--- config.mk ---
export PLATFORM = sky130hd
export DESIGN_NAME = text_command_line_decoder
export DESIGN_NICKNAME = d
export VERILOG_FILES = /design/src/tcld_pkg.sv /design/src/text_command_line_decoder.sv /design/src/tcld_front.sv /design/src/tcld_fifo.sv /design/src/tcld_back.sv
export VERILOG_INCLUDE_DIRS = /design/src /design/src/src
export SDC_FILE = /design/constraint.sdc
export NUM_CORES = 1
export LEC_CHECK = 0
export ABC_AREA = 1
export BUFFER_PORTS_ARGS = -buffer_cell sky130_fd_sc_hd__buf_2
export CORE_MARGIN = 10
export CORE_UTILIZATION = 57
export CTS_BUF_LIST = sky130_fd_sc_hd__clkbuf_8
export DETAILED_ROUTE_END_ITERATION = 10
export PLACE_DENSITY = 0.85
export SKIP_CTS_REPAIR_TIMING = 1
export SYNTH_ARGS = -nofsm -noshare
export SYNTH_HDL_FRONTEND = slang
export SYNTH_SLANG_ARGS = --single-unit
--- constraint.sdc ---
create_clock -name i_clk -period 8.2 [get_ports i_clk]
set_input_delay 0.41 -clock i_clk [delete_from_list [all_inputs] [get_ports i_clk]]
set_output_delay 0.41 -clock i_clk [all_outputs]
set_load 0.1 [all_outputs]
--- src/text_command_line_decoder_assert.svh ---
// Assertion macros for the command line decoder.
`ifndef TEXT_COMMAND_LINE_DECODER_ASSERT_SVH
`define TEXT_COMMAND_LINE_DECODER_ASSERT_SVH
`ifndef SYNTH
`define TCLD_ASSERT(label, prop) \
    label: assert property (@(posedge i_clk) disable iff (!i_rst_n) prop) \
        else $error("tcld assertion failed");
`define TCLD_ASSERT_ALWAYS(label, prop) \
    label: assert property (@(posedge i_clk) prop) \
        else $error("tcld assertion failed");
`else
`define TCLD_ASSERT(label, prop)
`define TCLD_ASSERT_ALWAYS(label, prop)
`endif
`endif

--- src/tcld_pkg.sv ---
package tcld_pkg;

    localparam int NUM_KW  = 6;
    localparam int KW_MAXC = 12;

    localparam logic [7:0] CHAR_NL   = 8'd10;
    localparam logic [7:0] CHAR_ZERO = 8'd48;
    localparam logic [7:0] CHAR_NINE = 8'd57;

    localparam logic [2:0] CMD_TIME_RD = 3'd0;
    localparam logic [2:0] CMD_TIME_WR = 3'd1;
    localparam logic [2:0] CMD_GET_ALL = 3'd2;
    localparam logic [2:0] CMD_RUN_ON  = 3'd3;
    localparam logic [2:0] CMD_RUN_OFF = 3'd4;
    localparam logic [2:0] CMD_INTV_WR = 3'd5;

    // keyword text, right-justified, indexed by command id
    localparam logic [KW_MAXC*8-1:0] KW_TEXT [NUM_KW] = '{
        {"GET_", "TIME"}, {"SET_", "TIME"}, {"GET_ALL", "_MEAS"},
        {"WORK_MOD", "_ON"}, {"WORK_MOD", "_OFF"}, {"CHANGE", "_INT"}
    };
    localparam logic [3:0] KW_LEN [NUM_KW] = '{4'd8, 4'd8, 4'd12, 4'd11, 4'd12, 4'd10};

    typedef enum logic [1:0] {
        PH_MATCH  = 2'd0,
        PH_DIGITS = 2'd1,
        PH_NOKEY  = 2'd2,
        PH_DONE   = 2'd3
    } t_phase;

    typedef struct packed {
        logic [7:0] rx_byte;
        logic       is_nl;
        logic       is_digit;
        logic [3:0] digit;
    } t_item;

    // character of keyword k at position pos (left to right), zero past its end
    function automatic logic [7:0] kw_char(input int k, input logic [3:0] pos);
        logic [KW_MAXC*8-1:0] w;
        logic [3:0]           l;
        logic [3:0]           sh;
        w  = KW_TEXT[k];
        l  = KW_LEN[k];
        sh = l - pos - 4'd1;
        kw_char = (pos < l) ? w[{sh, 3'b000} +: 8] : 8'h00;
    endfunction

endpackage

--- src/text_command_line_decoder.sv ---
// Path: a newline accepted at the input is written into the queue; the back end
// pops it and registers the result, which can then be taken.
// Throughput: one byte per cycle, set by the back end's match and
// accumulate step, fed from a two-item queue. A newline waits while the previous
// result is not yet taken. Reset (synchronous, active low): line state cleared,
// run flag 0, interval 1, queue and result register empty.
`include "text_command_line_decoder_assert.svh"

module text_command_line_decoder #(
    parameter int ARG_WIDTH = 32
) (
    input  logic        i_clk,
    input  logic        i_rst_n,
    input  logic        i_rx_valid,
    output logic        o_rx_ready,
    input  logic [7:0]  i_rx_byte,
    output logic        o_res_valid,
    input  logic        i_res_ready,
    output logic        o_line_ok,
    output logic [2:0]  o_command_id,
    output logic [31:0] o_argument,
    output logic        o_run_enabled,
    output logic [31:0] o_interval,
    output logic        o_time_request,
    output logic        o_dump_request
);

    tcld_pkg::t_item w_front_item;
    tcld_pkg::t_item w_q_item;
    logic            w_push;
    logic            w_q_full;
    logic            w_q_valid;
    logic            w_pop;

    tcld_front u_front (
        .i_valid  (i_rx_valid),
        .i_byte   (i_rx_byte),
        .i_q_full (w_q_full),
        .o_ready  (o_rx_ready),
        .o_push   (w_push),
        .o_item   (w_front_item)
    );

    tcld_fifo u_fifo (
        .i_clk   (i_clk),
        .i_rst_n (i_rst_n),
        .i_push  (w_push),
        .i_item  (w_front_item),
        .o_full  (w_q_full),
        .i_pop   (w_pop),
        .o_valid (w_q_valid),
        .o_item  (w_q_item)
    );

    tcld_back #(
        .ARG_WIDTH (ARG_WIDTH)
    ) u_back (
        .i_clk          (i_clk),
        .i_rst_n        (i_rst_n),
        .i_q_valid      (w_q_valid),
        .i_q_item       (w_q_item),
        .o_pop          (w_pop),
        .o_res_valid    (o_res_valid),
        .i_res_ready    (i_res_ready),
        .o_line_ok      (o_line_ok),
        .o_command_id   (o_command_id),
        .o_argument     (o_argument),
        .o_run_enabled  (o_run_enabled),
        .o_interval     (o_interval),
        .o_time_request (o_time_request),
        .o_dump_request (o_dump_request)
    );

    `TCLD_ASSERT(a_no_pop_when_empty, !w_q_valid |-> !w_pop)
    `TCLD_ASSERT(a_treq, o_res_valid && o_time_request |-> o_command_id == tcld_pkg::CMD_TIME_RD)
    `TCLD_ASSERT(a_nokey, o_res_valid && !o_line_ok |-> {o_command_id, o_argument} == '0)
    `TCLD_ASSERT_ALWAYS(a_reset_empty, !i_rst_n |=> !o_res_valid && !w_q_valid)

endmodule

--- src/tcld_front.sv ---
module tcld_front (
    input  logic               i_valid,
    input  logic [7:0]         i_byte,
    input  logic               i_q_full,
    output logic               o_ready,
    output logic               o_push,
    output tcld_pkg::t_item    o_item
);

    logic [7:0] w_diff;

    assign w_diff  = i_byte - tcld_pkg::CHAR_ZERO;
    assign o_ready = !i_q_full;
    assign o_push  = i_valid && !i_q_full;

    always_comb begin
        o_item.rx_byte  = i_byte;
        o_item.is_nl    = (i_byte == tcld_pkg::CHAR_NL);
        o_item.is_digit = (i_byte >= tcld_pkg::CHAR_ZERO) && (i_byte <= tcld_pkg::CHAR_NINE);
        o_item.digit    = w_diff[3:0];
    end

endmodule

--- src/tcld_fifo.sv ---
module tcld_fifo (
    input  logic            i_clk,
    input  logic            i_rst_n,
    input  logic            i_push,
    input  tcld_pkg::t_item i_item,
    output logic            o_full,
    input  logic            i_pop,
    output logic            o_valid,
    output tcld_pkg::t_item o_item
);

    localparam int DEPTH = 2;

    tcld_pkg::t_item r_mem [DEPTH];
    logic            r_wptr;
    logic            r_rptr;
    logic [1:0]      r_count;

    assign o_full  = (r_count == 2'(DEPTH));
    assign o_valid = (r_count != 2'd0);
    assign o_item  = r_mem[r_rptr];

    always_ff @(posedge i_clk) begin
        if (i_push) begin
            r_mem[r_wptr] <= i_item;
        end
    end

    always_ff @(posedge i_clk) begin
        if (!i_rst_n) begin
            r_wptr  <= 1'b0;
            r_rptr  <= 1'b0;
            r_count <= 2'd0;
        end else begin
            if (i_push) begin
                r_wptr <= !r_wptr;
            end
            if (i_pop) begin
                r_rptr <= !r_rptr;
            end
            r_count <= r_count + {1'b0, i_push} - {1'b0, i_pop};
        end
    end

endmodule

--- src/tcld_back.sv ---
module tcld_back #(
    parameter int ARG_WIDTH = 32
) (
    input  logic            i_clk,
    input  logic            i_rst_n,
    input  logic            i_q_valid,
    input  tcld_pkg::t_item i_q_item,
    output logic            o_pop,
    output logic            o_res_valid,
    input  logic            i_res_ready,
    output logic            o_line_ok,
    output logic [2:0]      o_command_id,
    output logic [31:0]     o_argument,
    output logic            o_run_enabled,
    output logic [31:0]     o_interval,
    output logic            o_time_request,
    output logic            o_dump_request
);

    tcld_pkg::t_phase       r_phase, n_phase;
    logic [5:0]             r_mask, n_mask;
    logic [3:0]             r_pos, n_pos;
    logic [2:0]             r_cmd, n_cmd;
    logic [ARG_WIDTH-1:0]   r_acc, n_acc;
    logic                   r_run, n_run;
    logic [31:0]            r_intv, n_intv;
    logic                   r_out_valid;

    logic                   w_found;
    logic [2:0]             w_fidx;
    logic [ARG_WIDTH-1:0]   w_acc_next;
    logic                   w_ok;
    logic [2:0]             w_id;
    logic [31:0]            w_arg;
    logic                   w_treq;
    logic                   w_dreq;
    logic                   w_line_end;

    assign o_pop      = i_q_valid && (!i_q_item.is_nl || !r_out_valid || i_res_ready);
    assign w_line_end = o_pop && i_q_item.is_nl;
    assign o_res_valid = r_out_valid;
    assign w_acc_next = {r_acc[ARG_WIDTH-4:0], 3'b000} + {r_acc[ARG_WIDTH-2:0], 1'b0}
                      + ARG_WIDTH'(i_q_item.digit);

    // lowest live keyword that ends at the current position
    always_comb begin
        w_found = 1'b0;
        w_fidx  = 3'd0;
        for (int k = tcld_pkg::NUM_KW - 1; k >= 0; k--) begin
            if (r_mask[k] && (tcld_pkg::KW_LEN[k] == r_pos)) begin
                w_found = 1'b1;
                w_fidx  = 3'(k);
            end
        end
    end

    always_comb begin
        n_phase = r_phase;
        n_mask  = r_mask;
        n_pos   = r_pos;
        n_cmd   = r_cmd;
        n_acc   = r_acc;
        n_run   = r_run;
        n_intv  = r_intv;
        w_ok    = 1'b0;
        w_id    = 3'd0;
        w_arg   = 32'd0;
        w_treq  = 1'b0;
        w_dreq  = 1'b0;
        if (w_line_end) begin
            w_ok = (r_phase == tcld_pkg::PH_DIGITS) || (r_phase == tcld_pkg::PH_DONE)
                || ((r_phase == tcld_pkg::PH_MATCH) && w_found);
            if (w_ok) begin
                w_id  = (r_phase == tcld_pkg::PH_MATCH) ? w_fidx : r_cmd;
                w_arg = 32'(r_acc);
                case (w_id)
                    tcld_pkg::CMD_TIME_RD: w_treq = 1'b1;
                    tcld_pkg::CMD_GET_ALL: w_dreq = 1'b1;
                    tcld_pkg::CMD_RUN_ON:  n_run  = 1'b1;
                    tcld_pkg::CMD_RUN_OFF: n_run  = 1'b0;
                    tcld_pkg::CMD_INTV_WR: n_intv = w_arg;
                    default: ;
                endcase
            end
            n_phase = tcld_pkg::PH_MATCH;
            n_mask  = '1;
            n_pos   = 4'd0;
            n_cmd   = 3'd0;
            n_acc   = '0;
        end else if (o_pop) begin
            case (r_phase)
                tcld_pkg::PH_MATCH: begin
                    if (w_found) begin
                        n_cmd = w_fidx;
                        if (i_q_item.is_digit) begin
                            n_phase = tcld_pkg::PH_DIGITS;
                            n_acc   = w_acc_next;
                        end else begin
                            n_phase = tcld_pkg::PH_DONE;
                        end
                    end else begin
                        for (int k = 0; k < tcld_pkg::NUM_KW; k++) begin
                            if (r_mask[k] && ((r_pos >= tcld_pkg::KW_LEN[k])
                                || (tcld_pkg::kw_char(k, r_pos) != i_q_item.rx_byte))) begin
                                n_mask[k] = 1'b0;
                            end
                        end
                        n_pos = r_pos + 4'd1;
                        if (n_mask == 6'd0) begin
                            n_phase = tcld_pkg::PH_NOKEY;
                        end
                    end
                end
                tcld_pkg::PH_DIGITS: begin
                    if (i_q_item.is_digit) begin
                        n_acc = w_acc_next;
                    end else begin
                        n_phase = tcld_pkg::PH_DONE;
                    end
                end
                default: ;
            endcase
        end
    end

    always_ff @(posedge i_clk) begin
        if (!i_rst_n) begin
            r_phase     <= tcld_pkg::PH_MATCH;
            r_mask      <= '1;
            r_pos       <= 4'd0;
            r_cmd       <= 3'd0;
            r_acc       <= '0;
            r_run       <= 1'b0;
            r_intv      <= 32'd1;
            r_out_valid <= 1'b0;
        end else begin
            r_phase <= n_phase;
            r_mask  <= n_mask;
            r_pos   <= n_pos;
            r_cmd   <= n_cmd;
            r_acc   <= n_acc;
            r_run   <= n_run;
            r_intv  <= n_intv;
            if (w_line_end) begin
                r_out_valid <= 1'b1;
            end else if (i_res_ready) begin
                r_out_valid <= 1'b0;
            end
        end
    end

    always_ff @(posedge i_clk) begin
        if (w_line_end) begin
            o_line_ok      <= w_ok;
            o_command_id   <= w_id;
            o_argument     <= w_arg;
            o_run_enabled  <= n_run;
            o_interval     <= n_intv;
            o_time_request <= w_treq;
            o_dump_request <= w_dreq;
        end
    end

endmodule
# After elaboration in Yosys (flattened, before gate mapping)
# Memories as Yosys holds them, arrays and structs flattened. A register that Yosys moved wholly into a read port is not among the register bits.
# Cells that the tools add are included.
# W data, S select, Z words.
[classes]
n_bitwise = 2
n_addsub = 14
order_cmp = 10
eq_ne = 21
n_mux = 71
reduce_logical = 43
shifts = 6
[op_table]
columns = ["op", "n"]
rows = [
  ["$shiftx A96 B8 Y8 const A", 6],
  ["$mux W32", 5],
  ["$pmux W32 S2", 1],
  ["$mux W8", 6],
  ["$ne A8 B8 Y1", 6],
  ["$mux W1", 46],
  ["$add A32 B32 Y32", 1],
  ["$add A32 B4 Y32", 1],
  ["$mux W3", 7],
  ["$sub A4 B1 Y4 const B", 5],
  ["$logic_and A1 B1 Y1", 17],
  ["$eq A4 B4 Y1 const A", 4],
  ["$ge A4 B4 Y1 const B", 4],
  ["$lt A4 B4 Y1 const B", 4],
  ["$sub A4 B4 Y4 const A", 4],
  ["$logic_or A1 B1 Y1", 10],
  ["$reduce_and A3 Y1", 3],
  ["$eq A8 B4 Y1 const B", 1],
  ["$ge A8 B6 Y1 const B", 1],
  ["$le A8 B6 Y1 const B", 1],
  ["$mux W2", 4],
  ["$eq A3 B2 Y1 const B", 2],
  ["$eq A3 B3 Y1 const B", 2],
  ["$logic_not A6 Y1", 1],
  ["17 further kinds", 25],
]
[word_totals]
reg_bits = 156
word_cells = 186
out_inout_bits = 73
memories = 1
inputBits = 12
mem_bits_rw = 28
[mem_list]
columns = ["memory", "depth", "width", "rd", "rd_clocked_by_memory_dff", "write_ports", "line", "source"]
rows = [
  ["u_fifo.r_mem", 2, 14, 1, 1, 1, "tcld_fifo.sv:14", "tcld_pkg::t_item r_mem [DEPTH];"],
]

# Longest topological paths before layout
[depth]
depth_word = 16
mapped_depth = 21
depth_no_buf = 20

# By module
# Synthesis repeated with hierarchy kept, for this count alone.
[unflattened]
cells_unflattened = 1281
hier_area_um2 = 10736.5
[by_module_without_submodules]
columns = ["module", "area_each_um2", "n_inst", "cells_per_inst", "seq_area_each_um2"]
rows = [
  ["tcld_back", 9339.0, 1, 1175, 3753.6],
  ["tcld_fifo", 1234.9, 1, 76, 940.9],
  ["tcld_front", 162.7, 1, 30, 0.0],
]

# Worst setup path after synthesis
# OpenSTA, ideal clock, no wires.
[synth_path]
path_kind = "flip-flop to flip-flop"
start = "register u_back.r_out_valid (netlist: u_back.o_res_valid)"
end = "register u_back.o_interval[20], data pin"
path_buffers = 1
arrival_time_ns = 3.521
setup_slack_ns = 4.426
path_stages_with_launch = 9
synth_period_minus_slack_ns = 3.774
path_cell_list = "dfxtp_1 -> nand3_1 -> o21a_2 -> nand2_1 -> inv_1 -> nand4_4 -> buf_6 -> o21ai_2 -> inv_2"
[synth_between]
elab_chain_cells = 6
[synth_lines]
columns = ["item", "line", "source"]
rows = [
  ["start, declared", "tcld_back.sv:27", "logic r_out_valid;"],
  ["start signal, assigned", "tcld_back.sv:135", "r_out_valid <= 1'b0;"],
  ["start signal, assigned", "tcld_back.sv:145", "r_out_valid <= 1'b1;"],
  ["start signal, assigned", "tcld_back.sv:147", "r_out_valid <= 1'b0;"],
  ["$logic_not A1 Y1", "tcld_back.sv:39", "assign o_pop = i_q_valid && (!i_q_item.is_nl || !r_out_valid || i_res_ready);"],
  ["$logic_or A1 B1 Y1 (2 in a row)", "tcld_back.sv:39", ""],
  ["$logic_and A1 B1 Y1", "tcld_back.sv:39", ""],
  ["net u_back.o_pop", "tcld_back.sv:8", "output logic o_pop,"],
  ["$logic_and A1 B1 Y1", "tcld_back.sv:40", "assign w_line_end = o_pop && i_q_item.is_nl;"],
  ["net u_back.w_line_end", "tcld_back.sv:37", "logic w_line_end;"],
  ["$mux W32", "tcld_back.sv:70", "if (w_line_end) begin"],
  ["net u_back.n_intv[20]", "tcld_back.sv:26", "logic [31:0] r_intv, n_intv;"],
  ["end signal, assigned", "tcld_back.sv:158", "o_interval <= n_intv;"],
  ["end, declared", "tcld_back.sv:15", "output logic [31:0] o_interval,"],
]
# The timed path passes the listed nets, and every way through them passes these cells.
# A chain may end at the register's enable or synchronous reset.

# Final worst setup path
[layout_path]
start = "register u_back.r_pos[2]"
end = "register u_back.o_interval[23], data pin"
[layout_between]
word_cells_on_any_way = 29
[layout_rtl]
columns = ["item", "line", "source"]
rows = [
  ["start, declared", "tcld_back.sv:22", "logic [3:0] r_pos, n_pos;"],
  ["start signal, assigned", "tcld_back.sv:139", "r_pos <= n_pos;"],
  ["$eq A4 B4 Y1", "tcld_back.sv:50", "if (r_mask[k] && (tcld_pkg::KW_LEN[k] == r_pos)) begin"],
  ["$logic_and A1 B1 Y1", "tcld_back.sv:50", ""],
  ["$mux W1 (5 in a row)", "tcld_back.sv:50", ""],
  ["$mux W1 *", "tcld_back.sv:50", ""],
  ["$logic_and A1 B1 Y1 *", "tcld_back.sv:72", "|| ((r_phase == tcld_pkg::PH_MATCH) && w_found);"],
  ["$logic_or A1 B1 Y1 *", "tcld_back.sv:72", ""],
  ["net u_back.w_ok", "tcld_back.sv:32", "logic w_ok;"],
  ["$mux W32 *", "tcld_back.sv:73", "if (w_ok) begin"],
  ["$mux W32 *", "tcld_back.sv:70", ""],
  ["net u_back.n_intv[23]", "tcld_back.sv:26", ""],
]
# The timed path passes the listed nets; every way through them passes the cells marked *.

==> results.json <==
{
  "timing.final.crit_period_ns": 4.32,
  "synth-compound-area-share": 0.129,
  "detail_route.vias_per_cell": 5.39,
  "clock_latency_on_the_worst_skew_pair_ns": 0.48,
  "die_ht_um": 154,
  "worst_r2r_path_depth": 17,
  "drt-pass1-iter-count": 6,
  "synth-warning-count": 0,
  "rsz0062_at_grt": "no",
  "synthSimpleGateAreaFrac": 0.217,
  "synth.ff_latch_count": 177,
  "hpwlAfterDp_mm": 17.8,
  "initial_antenna_violation_count": 0,
  "timing.critical_path.mode_cell": "inv_2",
  "postSynthCellCount": 1263,
  "power.ir.vdd_worst_v": 0.000238,
  "yosysUniqueCellTypes": 45,
  "status": "completed",
  "synth_largest_type_area_fraction": 0.269,
  "port_buffers": 84,
  "end_kind": "register",
  "floorplan.die_area_um2": 23600,
  "maxCapViolations": 0,
  "cellLeakagePower_uw": 0.00553,
  "synth_nets": 1355,
  "gr-total-overflow": 0,
  "crit-reg2reg-capture": "u_back.o_interval[23]",
  "actual_slew_at_the_worst_max_slew_pin_ns": 1.13,
  "synth-async-reset-ratio": 0,
  "rrSetupSlack_ns": 3.88,
  "detailedRoute.firstIterationViolations": 626,
  "hold_path.startpoint": "i_rx_byte[7]",
  "antenna_cells": 0,
  "hold_class": "in2reg",
  "report.final.slew_viol_count": 0,
  "max_slew_headroom_at_the_worst_pin": 0.244,
  "period_share": 0.527,
  "detail_route.wirelength_mm": 24.0,
  "slowest_library_cell_on_the_worst_path": "nor2_4",
  "crit_path_max_fanout": 64,
  "root_buffer": "clkbuf_8",
  "boundaryPins": 85,
  "worst_clock_skew_ns": 0.0154,
  "core_area_um2": 17400,
  "tritoncts": "yes",
  "rows": 48,
  "clkSlewWorstSetupHoldPaths_ns": 0.10,
  "htreeDepth": 4,
  "achievable-frequency_ghz": 0.231,
  "synth_fa_ha_area_frac": 0.100,
  "power_density_nw_per_um2": 338,
  "syn_area_um2": 10200,
  "synth_largest_area_cell": "edfxtp_1",
  "ys_dominant_reg_cell": "edfxtp_1",
  "cts_inserted_buffers": 17,
  "required_ns": 8.43,
  "largest_family_of_logic_cells_by_synthesized_area": "simple AND/OR/NAND/NOR gates",
  "report.final.hold_viol_count": 0,
  "multi_input_area_um2": 4750,
  "layout_commonest_cell": "nand2_1",
  "synth-edff-count": 91,
  "setup-tns-final_ns": 0,
  "final_util": 0.639,
  "seqCellArea_um2": 4450,
  "postSynthAreaPerCell_um2": 8.05,
  "crit_type": "reg2reg",
  "hold-path-endpoint": "u_fifo.r_mem[0][13]",
  "chipWidth_um": 154,
  "synthTopCellsByArea": "edfxtp_1, dfxtp_1, ha_1",
  "gp_routability_congestion": 0.954,
  "groute.usage.overall": 0.200,
  "grt_pass1_wl_mm": 39.3,
  "portion_of_the_post_synthesis_area_used_by_sequential_elements": 0.438,
  "worst-endpoint-arrival_ns": 4.55,
  "initial_core_util": 0.583,
  "grt_max_degree": 73,
  "synth.area.mux_share": 0,
  "syn2layout_area_growth_pct": 9.51,
  "cts_buffer_depth": 2,
  "drtAntennaViolNets": 0,
  "r2r_start": "u_back.r_pos[2]",
  "vias": 8506,
  "first_global_vias": 8212,
  "critical_path.startpoint_type": "register",
  "post_drt_wl_per_cell_um": 15.2,
  "post_route_cells_drive_above_1_share": 0.135,
  "cts.sinks": 177,
  "hold_path_depth": 1,
  "route.detailed.drc": 0,
  "synth-xor-area-share": 0.0207,
  "final_net_count": 1432,
  "layout_common_cells": "nand2_1, inv_1, nor2_1, edfxtp_1, dfxtp_1",
  "setup_viol_count_final": 0,
  "max_stage_delay_ns": 0.75,
  "fillCellCount": 1503,
  "critPathLaunch": "u_back.r_pos[2]",
  "crit_path_cell_trace": "inv_1 -> ha_1 -> nand2_4 -> inv_2 -> o21ai_2 -> nand3_1 -> nor2_2 -> nor2_2 -> nor2_4 -> inv_2 -> nand2_2 -> inv_2 -> nand4_4 -> buf_4 -> nand2_1 -> o21ai_1 -> inv_1"
}
-- sequential cells by signal, indices dropped and copies added, names as in the netlist, named ones only --
register and count:
u_back.o_argument 32, u_back.o_command_id 3, u_back.o_dump_request 1, u_back.o_interval 32, u_back.o_line_ok 1, u_back.o_res_valid 1
u_back.o_run_enabled 1, u_back.o_time_request 1, u_back.r_acc 32, u_back.r_cmd 3, u_back.r_intv 32, u_back.r_mask 6
u_back.r_phase 2, u_back.r_pos 4, u_back.r_run 1, u_fifo.r_count 2, u_fifo.r_mem 20, u_fifo.r_rptr 1
u_fifo.r_wptr 1
-- worst max-delay path by stage --
stage / endpoint / slack, ns / cells after the start
after floorplan: u_back.o_interval[20] / 4.43 / 8
after global placement: u_back.o_interval[2] / 4.15 / 17
after detailed placement: u_back.o_interval[23] / 3.95 / 17
after CTS: u_back.o_interval[23] / 3.88 / 17
after global routing: u_back.o_interval[26] / 3.47 / 17
final: u_back.o_interval[23] / 3.88 / 17
-- critical path, delay by kind of cell (launching register included) --
family / cells / cell delay [ns]
flip-flops: 1 / 0.67
AND/OR/NAND/NOR: 8 / 1.52
adder cells (fa/ha/maj): 1 / 0.37
buffers and inverters: 6 / 1.25
AO/OA/AOI/OAI: 2 / 0.21
-- stage by stage --
stage,cell area [um2],worst slack (ns),total power [uW],hold slack (ns),std cells
finish,11100,3.88,3770,0.135,1578
global placement,10700,4.15,3100,0.438,1546
detailed placement,10700,3.95,3130,0.451,1546
global route,11100,3.47,4000,0.116,1578
CTS,11100,3.88,3770,0.118,1578
floorplan,10200,4.43,2760,0.425,1263
-- layout make-up --
class,instances,share of cell area
Clock buffer,17,0.0210
Clock inverter,15,0.0161
Inverter,209,0.0705
Multi-Input combinational cell,848,0.427
Sequential cell,177,0.400
Tap cell,225,0.0253
Timing Repair Buffer,87,0.0398
-- metal layers --
| metal | up-vias | share of wire | wire length, um | track usage |
|---|---|---|---|---|
| met5 | - | 0 | 0 | 0 |
| met4 | 0 | 0.024 | 567 | 0.0756 |
| met3 | 41 | 0.057 | 1370 | 0.0396 |
| met2 | 255 | 0.49 | 11600 | 0.339 |
| met1 | 3921 | 0.43 | 10400 | 0.245 |
| li1 | 4289 | - | - | - |
-- synth_stat cells, types with 2 or more instances --
cell type / number
nor2_2: 5
ha_1: 78
a21o_1: 5
edfxtp_1: 91
dfxtp_1: 86
inv_2: 9
inv_1: 198
nor2_1: 146
clkinv_1: 2
buf_6: 7
o211ai_1: 11
a21oi_1: 84
nor4_1: 3
nand3_1: 73
xnor2_1: 13
or2_2: 3
o21ai_1: 17
fa_1: 2
nand2_1: 235
a31oi_1: 4
o21ai_0: 69
nand4_1: 15
o21ai_2: 23
o21a_1: 5
and3_1: 2
o31ai_1: 3
nor3_1: 9
nand2_2: 19
buf_2: 9
xor2_1: 11
nand3b_1: 2
clkbuf_1: 9
buf_1: 3
-- cells by family after synthesis --
kind of cell,after synthesis
xor+xnor,24
buf+inv,238
flops,177
fa+ha+maj,80
compound gates,228
simple gates,516
-- report_power, final --
group          leakage [uW]  internal [uW]  total (uW)  switching (uW)
clock network      0.000211            282         637             355
logic               0.00376            422        1880            1450
registers           0.00156           1130        1250             126
total               0.00553           1830        3770            1940
Note: power is estimated with default switching activity, not from simulation.
